<file path="src/tlnf_pkg.sv">
package tlnf_pkg;

  localparam int NUMBER_DIGITS = 6;
  localparam int BCD_W         = 4 * NUMBER_DIGITS;
  localparam int DIG_IDX_W     = (NUMBER_DIGITS > 1) ? $clog2(NUMBER_DIGITS) : 1;
  localparam int QUEUE_DEPTH   = 2;
  localparam int QPTR_W        = 1;
  localparam int QCNT_W        = 2;
  localparam int CFG_IDX_W     = 3;

  localparam logic [BCD_W-1:0] BCD_ONE = BCD_W'(1);

  localparam logic [7:0] CH_TAB      = 8'd9;
  localparam logic [7:0] CH_NEWLINE  = 8'd10;
  localparam logic [7:0] CH_SPACE    = 8'd32;
  localparam logic [7:0] CH_DOLLAR   = 8'd36;
  localparam logic [7:0] CH_ZERO     = 8'd48;
  localparam logic [7:0] CH_QUESTION = 8'd63;
  localparam logic [7:0] CH_UPPER_I  = 8'd73;
  localparam logic [7:0] CH_CARET    = 8'd94;
  localparam logic [7:0] CH_DEL      = 8'd127;
  localparam logic [7:0] CARET_OFS   = 8'd64;

  typedef enum logic [CFG_IDX_W-1:0] {
    REG_NUMBER_NONBLANK  = 3'd0,
    REG_NUMBER_ALL       = 3'd1,
    REG_SQUEEZE_BLANK    = 3'd2,
    REG_SHOW_NONPRINTING = 3'd3,
    REG_SHOW_ENDS        = 3'd4,
    REG_SHOW_TABS        = 3'd5
  } cfg_reg_e;

  typedef enum logic [1:0] {
    PH_DIGIT,
    PH_TAB,
    PH_PRE,
    PH_CHAR
  } phase_e;

  typedef struct packed {
    logic number_nonblank;
    logic number_all;
    logic squeeze_blank;
    logic show_nonprinting;
    logic show_ends;
    logic show_tabs;
  } cfg_t;

  // one queued command: optional number, optional prefix byte, final byte
  typedef struct packed {
    logic             num_en;
    logic [BCD_W-1:0] bcd;
    logic             pre_en;
    logic [7:0]       pre_byte;
    logic [7:0]       chr;
  } cmd_t;

  function automatic logic bcd_all_nines(logic [BCD_W-1:0] v);
    logic r;
    r = 1'b1;
    for (int i = 0; i < NUMBER_DIGITS; i++) begin
      if (v[i*4 +: 4] != 4'd9) r = 1'b0;
    end
    return r;
  endfunction

  function automatic logic [BCD_W-1:0] bcd_increment(logic [BCD_W-1:0] v);
    logic [BCD_W-1:0] r;
    logic             carry;
    r     = v;
    carry = 1'b1;
    if (!bcd_all_nines(v)) begin
      for (int i = 0; i < NUMBER_DIGITS; i++) begin
        if (carry) begin
          if (v[i*4 +: 4] == 4'd9) begin
            r[i*4 +: 4] = 4'd0;
          end else begin
            r[i*4 +: 4] = v[i*4 +: 4] + 4'd1;
            carry       = 1'b0;
          end
        end
      end
    end
    return r;
  endfunction

  // bit k set when digit k prints as a space (leading zero, not the lowest)
  function automatic logic [NUMBER_DIGITS-1:0] lead_blanks(logic [BCD_W-1:0] v);
    logic [NUMBER_DIGITS-1:0] r;
    logic                     run;
    r   = '0;
    run = 1'b1;
    for (int k = NUMBER_DIGITS - 1; k >= 0; k--) begin
      run  = run & (v[k*4 +: 4] == 4'd0);
      r[k] = run & (k != 0);
    end
    return r;
  endfunction

endpackage

</file>
<file path="src/tlnf_front.sv">
module tlnf_front
  import tlnf_pkg::*;
(
  input  logic       clk_i,
  input  logic       rst_ni,
  input  cfg_t       cfg_i,
  input  logic       in_valid_i,
  output logic       in_ready_o,
  input  logic [7:0] data_byte_i,
  input  logic       new_file_i,
  input  logic       q_full_i,
  output logic       q_push_o,
  output cmd_t       q_cmd_o
);

  logic [BCD_W-1:0] bcd_q, bcd_d;
  logic             prev_nl_q, prev_nl_d;
  logic [1:0]       blank_q, blank_d;

  logic             accept;
  logic             is_nl;
  logic             eff_prev;
  logic [1:0]       eff_blank;
  logic [BCD_W-1:0] eff_bcd;
  logic             squeeze_hit;
  logic [1:0]       run_next;
  logic             drop;
  logic             emit_number;
  logic             ctrl_byte;

  assign in_ready_o = !q_full_i;
  assign accept     = in_valid_i && in_ready_o;
  assign is_nl      = (data_byte_i == CH_NEWLINE);

  // a new file restarts the stream state before the byte is looked at
  assign eff_prev  = new_file_i ? 1'b1 : prev_nl_q;
  assign eff_blank = new_file_i ? 2'd0 : blank_q;
  assign eff_bcd   = new_file_i ? BCD_ONE : bcd_q;

  assign squeeze_hit = cfg_i.squeeze_blank && is_nl && eff_prev;
  assign run_next    = squeeze_hit ? ((eff_blank == 2'd2) ? 2'd2 : eff_blank + 2'd1) : 2'd0;
  assign drop        = squeeze_hit && (run_next == 2'd2);

  assign emit_number = cfg_i.number_nonblank ? (eff_prev && !is_nl)
                                             : (cfg_i.number_all && eff_prev);

  assign ctrl_byte = (data_byte_i < CH_TAB) ||
                     ((data_byte_i > CH_NEWLINE) && (data_byte_i < CH_SPACE)) ||
                     (data_byte_i == CH_DEL);

  always_comb begin
    q_cmd_o.num_en   = emit_number;
    q_cmd_o.bcd      = eff_bcd;
    q_cmd_o.pre_en   = 1'b0;
    q_cmd_o.pre_byte = CH_CARET;
    q_cmd_o.chr      = data_byte_i;
    if (cfg_i.show_nonprinting && ctrl_byte) begin
      q_cmd_o.pre_en = 1'b1;
      q_cmd_o.chr    = (data_byte_i == CH_DEL) ? CH_QUESTION : data_byte_i + CARET_OFS;
    end else if (cfg_i.show_ends && is_nl) begin
      q_cmd_o.pre_en   = 1'b1;
      q_cmd_o.pre_byte = CH_DOLLAR;
    end else if (cfg_i.show_tabs && (data_byte_i == CH_TAB)) begin
      q_cmd_o.pre_en = 1'b1;
      q_cmd_o.chr    = CH_UPPER_I;
    end
  end

  assign q_push_o = accept && !drop;

  always_comb begin
    bcd_d     = bcd_q;
    prev_nl_d = prev_nl_q;
    blank_d   = blank_q;
    if (accept) begin
      blank_d = run_next;
      if (drop) begin
        bcd_d     = eff_bcd;
        prev_nl_d = eff_prev;
      end else begin
        bcd_d     = emit_number ? bcd_increment(eff_bcd) : eff_bcd;
        prev_nl_d = is_nl;
      end
    end
  end

  always_ff @(posedge clk_i or negedge rst_ni) begin
    if (!rst_ni) begin
      bcd_q     <= BCD_ONE;
      prev_nl_q <= 1'b1;
      blank_q   <= 2'd0;
    end else begin
      bcd_q     <= bcd_d;
      prev_nl_q <= prev_nl_d;
      blank_q   <= blank_d;
    end
  end

endmodule

</file>
<file path="src/tlnf_queue.sv">
module tlnf_queue
  import tlnf_pkg::*;
(
  input  logic clk_i,
  input  logic rst_ni,
  input  logic push_i,
  input  cmd_t push_cmd_i,
  output logic full_o,
  input  logic pop_i,
  output logic head_valid_o,
  output cmd_t head_cmd_o
);

  cmd_t              mem_q [QUEUE_DEPTH];
  logic [QPTR_W-1:0] wr_q, wr_d;
  logic [QPTR_W-1:0] rd_q, rd_d;
  logic [QCNT_W-1:0] cnt_q, cnt_d;
  logic              do_push;
  logic              do_pop;

  assign full_o       = (cnt_q == QCNT_W'(QUEUE_DEPTH));
  assign head_valid_o = (cnt_q != '0);
  assign head_cmd_o   = mem_q[rd_q];
  assign do_push      = push_i && !full_o;
  assign do_pop       = pop_i && head_valid_o;

  always_comb begin
    wr_d  = do_push ? wr_q + QPTR_W'(1) : wr_q;
    rd_d  = do_pop ? rd_q + QPTR_W'(1) : rd_q;
    cnt_d = cnt_q;
    if (do_push && !do_pop) cnt_d = cnt_q + QCNT_W'(1);
    else if (do_pop && !do_push) cnt_d = cnt_q - QCNT_W'(1);
  end

  always_ff @(posedge clk_i) begin
    if (do_push) mem_q[wr_q] <= push_cmd_i;
  end

  always_ff @(posedge clk_i or negedge rst_ni) begin
    if (!rst_ni) begin
      wr_q  <= '0;
      rd_q  <= '0;
      cnt_q <= '0;
    end else begin
      wr_q  <= wr_d;
      rd_q  <= rd_d;
      cnt_q <= cnt_d;
    end
  end

endmodule

</file>
<file path="src/tlnf_back.sv">
module tlnf_back
  import tlnf_pkg::*;
(
  input  logic       clk_i,
  input  logic       rst_ni,
  input  logic       head_valid_i,
  input  cmd_t       head_cmd_i,
  output logic       pop_o,
  output logic       out_valid_o,
  input  logic       out_ready_i,
  output logic [7:0] out_byte_o,
  output logic       last_of_run_o
);

  localparam logic [DIG_IDX_W-1:0] LAST_DIG = DIG_IDX_W'(NUMBER_DIGITS - 1);

  phase_e               ph_q, ph_d, cur_ph;
  logic [DIG_IDX_W-1:0] dig_q, dig_d, cur_dig;
  logic                 started_q, started_d;
  logic                 out_valid_q;
  logic [7:0]           out_byte_q;
  logic                 last_q;
  logic                 advance;
  logic [DIG_IDX_W-1:0] pos;
  logic [3:0]           digit;
  logic [NUMBER_DIGITS-1:0] blanks;
  logic [7:0]           byte_c;

  assign advance = head_valid_i && (!out_valid_q || out_ready_i);

  // the first phase of a command comes from its flags
  always_comb begin
    cur_ph  = ph_q;
    cur_dig = dig_q;
    if (!started_q) begin
      cur_dig = '0;
      if (head_cmd_i.num_en) cur_ph = PH_DIGIT;
      else if (head_cmd_i.pre_en) cur_ph = PH_PRE;
      else cur_ph = PH_CHAR;
    end
  end

  // next state
  always_comb begin
    ph_d      = ph_q;
    dig_d     = dig_q;
    started_d = started_q;
    pop_o     = 1'b0;
    if (advance) begin
      unique case (cur_ph)
        PH_DIGIT: begin
          started_d = 1'b1;
          if (cur_dig == LAST_DIG) begin
            ph_d  = PH_TAB;
            dig_d = '0;
          end else begin
            ph_d  = PH_DIGIT;
            dig_d = cur_dig + DIG_IDX_W'(1);
          end
        end
        PH_TAB: begin
          started_d = 1'b1;
          ph_d      = head_cmd_i.pre_en ? PH_PRE : PH_CHAR;
        end
        PH_PRE: begin
          started_d = 1'b1;
          ph_d      = PH_CHAR;
        end
        PH_CHAR: begin
          started_d = 1'b0;
          dig_d     = '0;
          pop_o     = 1'b1;
        end
        default: begin
          started_d = 1'b0;
        end
      endcase
    end
  end

  // digits go out most significant first
  assign pos    = LAST_DIG - cur_dig;
  assign digit  = head_cmd_i.bcd[pos*4 +: 4];
  assign blanks = lead_blanks(head_cmd_i.bcd);

  // outputs
  always_comb begin
    unique case (cur_ph)
      PH_DIGIT: byte_c = blanks[pos] ? CH_SPACE : CH_ZERO + {4'd0, digit};
      PH_TAB:   byte_c = CH_TAB;
      PH_PRE:   byte_c = head_cmd_i.pre_byte;
      PH_CHAR:  byte_c = head_cmd_i.chr;
      default:  byte_c = head_cmd_i.chr;
    endcase
  end

  always_ff @(posedge clk_i or negedge rst_ni) begin
    if (!rst_ni) begin
      ph_q        <= PH_CHAR;
      dig_q       <= '0;
      started_q   <= 1'b0;
      out_valid_q <= 1'b0;
    end else begin
      ph_q      <= ph_d;
      dig_q     <= dig_d;
      started_q <= started_d;
      if (advance) out_valid_q <= 1'b1;
      else if (out_ready_i) out_valid_q <= 1'b0;
    end
  end

  always_ff @(posedge clk_i) begin
    if (advance) begin
      out_byte_q <= byte_c;
      last_q     <= (cur_ph == PH_CHAR);
    end
  end

  assign out_valid_o   = out_valid_q;
  assign out_byte_o    = out_byte_q;
  assign last_of_run_o = last_q;

endmodule

</file>
<file path="src/text_line_number_filter_core.sv">
// the first output byte passes through the command queue and then the output register
// throughput: one input byte per cycle when each byte gives one output byte and the
// receiver is ready; a byte gives up to NUMBER_DIGITS+3 output bytes, one per cycle from
// the back end while out_ready_i is high, and the two-entry command queue stalls the input while those drain
// reset (async, active low): options cleared, line counter 1, previous byte newline
module text_line_number_filter_core
  import tlnf_pkg::*;
(
  input  logic                 clk_i,
  input  logic                 rst_ni,
  input  logic                 cfg_we_i,
  input  logic [CFG_IDX_W-1:0] cfg_idx_i,
  input  logic                 cfg_wdata_i,
  input  logic                 in_valid_i,
  output logic                 in_ready_o,
  input  logic [7:0]           data_byte_i,
  input  logic                 new_file_i,
  output logic                 out_valid_o,
  input  logic                 out_ready_i,
  output logic [7:0]           out_byte_o,
  output logic                 last_of_run_o
);

  cfg_t cfg_q, cfg_d;
  logic q_full;
  logic q_push;
  cmd_t q_cmd;
  logic q_pop;
  logic head_valid;
  cmd_t head_cmd;

  always_comb begin
    cfg_d = cfg_q;
    if (cfg_we_i) begin
      unique case (cfg_idx_i)
        REG_NUMBER_NONBLANK:  cfg_d.number_nonblank  = cfg_wdata_i;
        REG_NUMBER_ALL:       cfg_d.number_all       = cfg_wdata_i;
        REG_SQUEEZE_BLANK:    cfg_d.squeeze_blank    = cfg_wdata_i;
        REG_SHOW_NONPRINTING: cfg_d.show_nonprinting = cfg_wdata_i;
        REG_SHOW_ENDS:        cfg_d.show_ends        = cfg_wdata_i;
        REG_SHOW_TABS:        cfg_d.show_tabs        = cfg_wdata_i;
        default:              cfg_d = cfg_q;
      endcase
    end
  end

  always_ff @(posedge clk_i or negedge rst_ni) begin
    if (!rst_ni) begin
      cfg_q <= '0;
    end else begin
      cfg_q <= cfg_d;
    end
  end

  tlnf_front u_front (
    .clk_i       (clk_i),
    .rst_ni      (rst_ni),
    .cfg_i       (cfg_q),
    .in_valid_i  (in_valid_i),
    .in_ready_o  (in_ready_o),
    .data_byte_i (data_byte_i),
    .new_file_i  (new_file_i),
    .q_full_i    (q_full),
    .q_push_o    (q_push),
    .q_cmd_o     (q_cmd)
  );

  tlnf_queue u_queue (
    .clk_i        (clk_i),
    .rst_ni       (rst_ni),
    .push_i       (q_push),
    .push_cmd_i   (q_cmd),
    .full_o       (q_full),
    .pop_i        (q_pop),
    .head_valid_o (head_valid),
    .head_cmd_o   (head_cmd)
  );

  tlnf_back u_back (
    .clk_i         (clk_i),
    .rst_ni        (rst_ni),
    .head_valid_i  (head_valid),
    .head_cmd_i    (head_cmd),
    .pop_o         (q_pop),
    .out_valid_o   (out_valid_o),
    .out_ready_i   (out_ready_i),
    .out_byte_o    (out_byte_o),
    .last_of_run_o (last_of_run_o)
  );

endmodule

</file>
<file path="config.mk">
export PLATFORM = sky130hd
export DESIGN_NAME = text_line_number_filter_core
export DESIGN_NICKNAME = d
export VERILOG_FILES = /design/src/tlnf_pkg.sv /design/src/tlnf_front.sv /design/src/tlnf_queue.sv /design/src/tlnf_back.sv /design/src/text_line_number_filter_core.sv
export SDC_FILE = /design/constraint.sdc
export NUM_CORES = 1
export LEC_CHECK = 0
export CAP_MARGIN = 20
export CORE_MARGIN = 2
export CORE_UTILIZATION = 64
export CTS_CLUSTER_SIZE = 25
export DETAILED_ROUTE_END_ITERATION = 16
export DONT_BUFFER_PORTS = 1
export PLACE_DENSITY = 0.77
export SETUP_SLACK_MARGIN = 0.2
export SLEW_MARGIN = 30
export SYNTH_ARGS = -nofsm -noshare
export SYNTH_HDL_FRONTEND = slang
export SYNTH_HIERARCHICAL = 1
export SYNTH_SLANG_ARGS = --single-unit
</file>
<file path="constraint.sdc">
create_clock -name clk_i -period 8 [get_ports clk_i]
set_clock_uncertainty 0.15 [all_clocks]
set_input_delay 0.4 -clock clk_i [delete_from_list [all_inputs] [get_ports clk_i]]
set_output_delay 0.4 -clock clk_i [all_outputs]
set_load 0.01 [all_outputs]
</file>
-- After elaboration in Yosys (flattened, before gate mapping)
Memory sizes are Yosys's and may differ from the RTL's.
Index checks and enable logic that the tools add are counted.
- memories: 1
- output and inout bits: 11
- register bits after elaboration: 53
- memory bits (writable): 84
- word-level logic and storage cells: 199
- memory list (name ; depth ; width ; read ports ; clocked after memory_dff ; wr ports ; RTL line ; RTL):
    u_queue.mem_q ; 2 ; 42 ; 1 ; 0 ; 1 ; tlnf_queue.sv:14 ; cmd_t mem_q [QUEUE_DEPTH];
- bitwise operators: 4
- $add $sub $neg: 15
- muxes and demuxes: 83
- shift operators: 1
- reductions and logical operators: 46
- $lt $le $gt $ge: 4
- eq/ne operators: 27
- operators by type and width (cell ; number):
    $mux W24 ; 4
    $mux W8 ; 6
    $mux W1 ; 47
    $mux W4 ; 11
    $pmux W8 S4 ; 1
    $add A4 B1 Y4 const B ; 6
    $eq A4 B4 Y1 const B ; 6
    $ne A4 B4 Y1 const B ; 6
    $shiftx A24 B6 Y4 ; 1
    $logic_not A4 Y1 ; 5
    $eq A8 B4 Y1 const B ; 2
    $logic_and A1 B1 Y1 ; 16
    $reduce_and A2 Y1 ; 8
    $mux W2 ; 7
    $eq A2 B2 Y1 const B ; 5
    $eq A3 B3 Y1 const B ; 3
    $add A8 B7 Y8 const B ; 1
    $eq A8 B7 Y1 const B ; 1
    $gt A8 B4 Y1 const B ; 1
    $lt A8 B4 Y1 const B ; 1
    $lt A8 B6 Y1 const B ; 1
    $reduce_bool A2 Y1 ; 4
    $add A6 B4 Y7 const A ; 1
    $mux W7 ; 1
    21 further kinds ; 35

-- Longest topological paths before layout
- depth in word-level cells: 33
- depth in mapped cells: 14

-- Hierarchy
The synthesis kept the hierarchy.
- modules (own cells, without submodules) (module ; cells an instance ; area each (sq um) ; sequential area each (sq um) ; instances):
    tlnf_queue ; 150 ; 3430.8 ; 2622.5 ; 1
    tlnf_front ; 284 ; 2249.7 ; 678.2 ; 1
    tlnf_back ; 141 ; 1283.7 ; 447.9 ; 1
    text_line_number_filter_core ; 18 ; 299.0 ; 150.1 ; 1

-- Worst setup path after synthesis
OpenSTA, ideal clock, no wires.
- kind: input to register
- start: in new_file_i
- end: mem u_queue/mem_q[0][0] (netlist bit), enable pin
- library setup time: 0.441 ns
- arrival: 3.507 ns
- setup slack: 3.902 ns
- buffers on the path: 3
- cell stages on the path: 9
- cell sequence: clkbuf_1 -> buf_6 -> buf_2 -> nand2b_1 -> ha_1 -> and3b_1 -> a21oi_1 -> nand2_1 -> nor2_1
- cells in the longest elaborated chain, start to end: 11
- elaborated cells between the ends (all ways): 14
- those cells by class: add/sub (1); eq/ne (2); mux (6); reduce/logical (5)
- RTL lines (item ; RTL line ; RTL):
    from (decl) ; text_line_number_filter_core.sv:17 ; input logic new_file_i,
    $mux W2 ; tlnf_front.sv:37 ; assign eff_blank = new_file_i ? 2'd0 : blank_q;
    $add A2 B1 Y2 or $eq A2 B2 Y1 (tied branches) ; tlnf_front.sv:41 ; assign run_next = squeeze_hit ? ((eff_blank == 2'd2) ? 2'd2 : eff_blank + 2'd1) : 2'd0;
    $mux W2 (2 in a row) ; tlnf_front.sv:41 ;
    $eq A2 B2 Y1 ; tlnf_front.sv:42 ; assign drop = squeeze_hit && (run_next == 2'd2);
    $logic_and A1 B1 Y1 * ; tlnf_front.sv:42 ;
    $logic_not A1 Y1 * ; tlnf_front.sv:69 ; assign q_push_o = accept && !drop;
    $logic_and A1 B1 Y1 * ; tlnf_front.sv:69 ;
    net q_push ; text_line_number_filter_core.sv:26 ; logic q_push;
    $logic_and A1 B1 Y1 * ; tlnf_queue.sv:24 ; assign do_push = push_i && !full_o;
    $mux W1 * ; tlnf_queue.sv:36 ; if (do_push) mem_q[wr_q] <= push_cmd_i;
    $mux W1 (implied by the code) * ; tlnf_queue.sv:36 ;
    to (decl) ; tlnf_queue.sv:14 ;
Mark *: on every way through the listed nets, which the timed path passes. The rest lies on a longest branch.

==> impl_results.md <==
- Via count: 4686
- Syn Std Cell Area: 7260 um2
- Largest cells by area after synthesis: edfxtp_1, dfrtp_1, mux2_4
- Die Span Y: 111 um
- Switching share of power: 0.334
- Die width: about 110 um
- Most common cell after layout, fill and taps aside: edfxtp_1
- Initial antenna violation count: 0
- DR vias/cell: between 6 and 7
- Worst Hold Class: in -> reg
- Psw: approximately 950 uW
- Crit share post-route: 0.397
- GRT met1 Usage: 0.338
- Core ar.: 10900 um2
- Syn_area_per_cell: 12.2 um2
- R2r setup slk: 4.82 ns
- Post-Route WL: 14.4 mm
- WS Path Type: reg -> reg
- Final Max Tran Viols: 0
- Ys async rst share: 0.321
- CTS sink cnt: 137
- DPL Wire Length: between 9 and 10 mm
- Drt first-iter violations: 442
- Clock share of power: 0.276
- Max_slew headroom: 0.503
- Area grow syn2layout: 9.13%
- Final Hold Viols: 0
- Max_cap viols: 0
- Yosys top cell by area: edfxtp_1
- Combinational Power Share: 0.327
- Pre-CTS setup slack: between 5 and 6 ns
- Met3 Use GR: 0.0510
- PostCTS Resize Cnt: 0
- Final worst path period need: around 3.2 ns
- Yosys warning count: 6
- CTS max path bufs: 2
- CTS clk-pin slew, worst paths: 0.06 ns
- H-tree levels: 4
- Power Total: 2.85 mW
- Largest net degree at the start of global routing: 45
- Endpoint class of the critical path: register
- First-pass GRT wire length: 23.5 mm
- Vias in the first global route: 4520
- Number of synthesized flops with an enable pin: 93
- PwrDens: 360 nW/um2
- CP Max Fanout: 12
- Distinct cells, synth: 82
- Crit path required time: 8.20 ns
- Average wire per standard cell: 19.5 um
- VDD IR max: 0.242 mV
- # port buffers: 0
- Reg2reg start: u_queue/rd_q$_DFFE_PN0P_
- Drt pass-1 iters: 5
- Min-Delay Startpoint: new_file_i
- Max Clk Rate: 315 MHz
- R2R cell count: 10
- Int Pwr: 1.90 mW
- Layout Nets: roughly 600
- Post-synth top area share: 0.384
- Register bit count reported by yosys: 137
- Share of layout cells above drive strength 1: 0.197
- Cells after synthesis: 593
- Diodes inserted: 0
- CTS buffer count: 17
- Starting Density: 0.664
- GRT Residual Overflow: 0
- Seq pwr share: 0.397
- Pleak: 3.09 nW
- CTS tree: yes
- Arrival time worst endpoint: 3.37 ns
- I/O pin cnt: 29
- Inst Count DP: 698
- Placed Area: 7200 um2
- DRC Markers: 0
- Hold path depth: 1
- Setup TNS: 0 ns
- Critical Path Start Type: register
- Clk root buf: clkbuf_16
- Die ar.: 12200 um2
- Worst slew pin tran: 0.745 ns
- Post-route ant nets: 0
- Status: finished, final reports clean
- Post-route cell area: 7930 um2
- Dominant synthesized flop cell: edfxtp_1
- GRT Max-Usage Layer: met2
- Min-Delay Endpoint: u_queue/mem_q[1][30]$_DFFE_PP_
- Met2 usage: 0.378
- Skew-Pair Late Insertion Delay: 0.42 ns
- Setup WS post-layout: ~4.8 ns
- GRT Overall Usage: 0.245
- R2r endpoint: u_queue/cnt_q[1]$_DFFE_PN0P_
- Fin cells: 740
- Share of the yosys chip area belonging to registers: 0.537
- Final setup violation count: 0
- FP Rows: 38
- RSZ-0062 raised after global routing: no
- Placer Congestion: ~0.86
- Most frequent cells in the layout: edfxtp_1, mux2_4, dfrtp_1
==> synth_stat cells, types with 3 or more instances <==
cell       number
and4bb_1        3
a21oi_1        17
inv_1          29
o211ai_1        5
nor3_1         15
mux2_2          7
buf_6           5
a31oi_1         4
xnor2_1         6
nand2b_1       14
ha_1           12
mux2i_1        12
nand3_1        22
edfxtp_1       93
nor2b_1        20
nand4b_1        3
nor4_1          7
clkbuf_1       17
dfrtp_1        40
o22ai_1         6
buf_4          10
buf_2           4
nand2_1        34
o221a_1         3
a221o_1         3
nor2_1         33
and2_1          6
nor3b_1         4
mux2_4         42
nand4_1         9
dfstp_2         4
a221oi_1        3
buf_12          4
or2_2           4
a2bb2oi_1       3
and3_1          5
o41ai_1         3
a22oi_1         6
xor2_1          4
o21ai_0        20
==> registers in the layout (all words and copies together), names as in the netlist, 2 cells and up <==
name and cells:
u_queue/cnt_q 2, u_back/ph_q 2, cfg_q 6, u_queue/mem_q 84
u_front/bcd_q 24, u_back/dig_q 3, u_back/out_byte_o 8, u_front/blank_q 2
==> cells by family after synthesis <==
family          after synthesis  share of synthesized area
simple gates                203                      0.165
flops                       137                      0.537
compound gates               95                     0.0910
buf+inv                      72                     0.0577
mux                          62                      0.116
fa+ha+maj                    12                     0.0207
xor+xnor                     10                     0.0121
other cells                   2                    0.00103
==> power by group through the flow <==
stage / sequential, mW / combinational, mW / clock (mW)
finish: 1.13 / 0.932 / 0.787
global route: 1.15 / 0.998 / 0.828
CTS: 1.13 / 0.920 / 0.795
detailed placement: 1.14 / 0.895 / 0
global placement: 1.13 / 0.850 / 0
floorplan: 1.07 / 0.814 / 0
==> per-layer routing <==
metal / part of all wire / routed length (um)
met3: 0.060 / 858
met5: 0 / 0
met2: 0.47 / 6830
met4: 0.023 / 328
met1: 0.44 / 6380
==> worst max-delay path, cell delays in order (launching register included) <==
cell and delay (ns):
dfrtp_2 0.55, mux2_4 0.35, nor3_1 0.22, a21oi_1 0.14
inv_1 0.21, ha_1 0.43, and3_1 0.27, nand2_1 0.14
ha_1 0.35, nor2_1 0.14, xor2_1 0.15
==> layout make-up <==
cell class / count / area [um2]
clock buffers: 17 / 425
clock inverters: 15 / 175
fillers: 716 / 3010
inverters: 31 / 119
multi-input cells: 385 / 2960
flip-flops and latches: 137 / 3900
well taps: 140 / 175
repair buffers: 15 / 170
==> how the worst max path moves through the flow <==
stage                                                end                     start  slack [ns]
after detailed placement    u_queue/cnt_q[1]$_DFFE_PN0P_  u_queue/rd_q$_DFFE_PN0P_        5.00
after CTS                   u_queue/cnt_q[1]$_DFFE_PN0P_  u_queue/rd_q$_DFFE_PN0P_        4.87
after floorplan            u_queue/mem_q[0][0]$_DFFE_PP_                new_file_i        3.90
final                       u_queue/cnt_q[1]$_DFFE_PN0P_  u_queue/rd_q$_DFFE_PN0P_        4.82
after global routing        u_queue/cnt_q[1]$_DFFE_PN0P_  u_queue/rd_q$_DFFE_PN0P_        4.70
after global placement    u_queue/mem_q[0][17]$_DFFE_PP_            data_byte_i[6]        5.09
==> metrics by stage <==
stage	hold slack (ns)	util
after floorplan	-0.0456	-
after global placement	-0.0441	0.656
after detailed placement	-0.0440	0.659
after CTS	0.0154	0.724
after global routing	0.0201	0.725
final	0.0333	0.725
==> repair_timing <==
item,in CTS,in global routing
hold endpoints to repair,67,0
buffers inserted,0,0
hold buffers,10,0
Note: power is estimated with default switching activity, not from simulation.
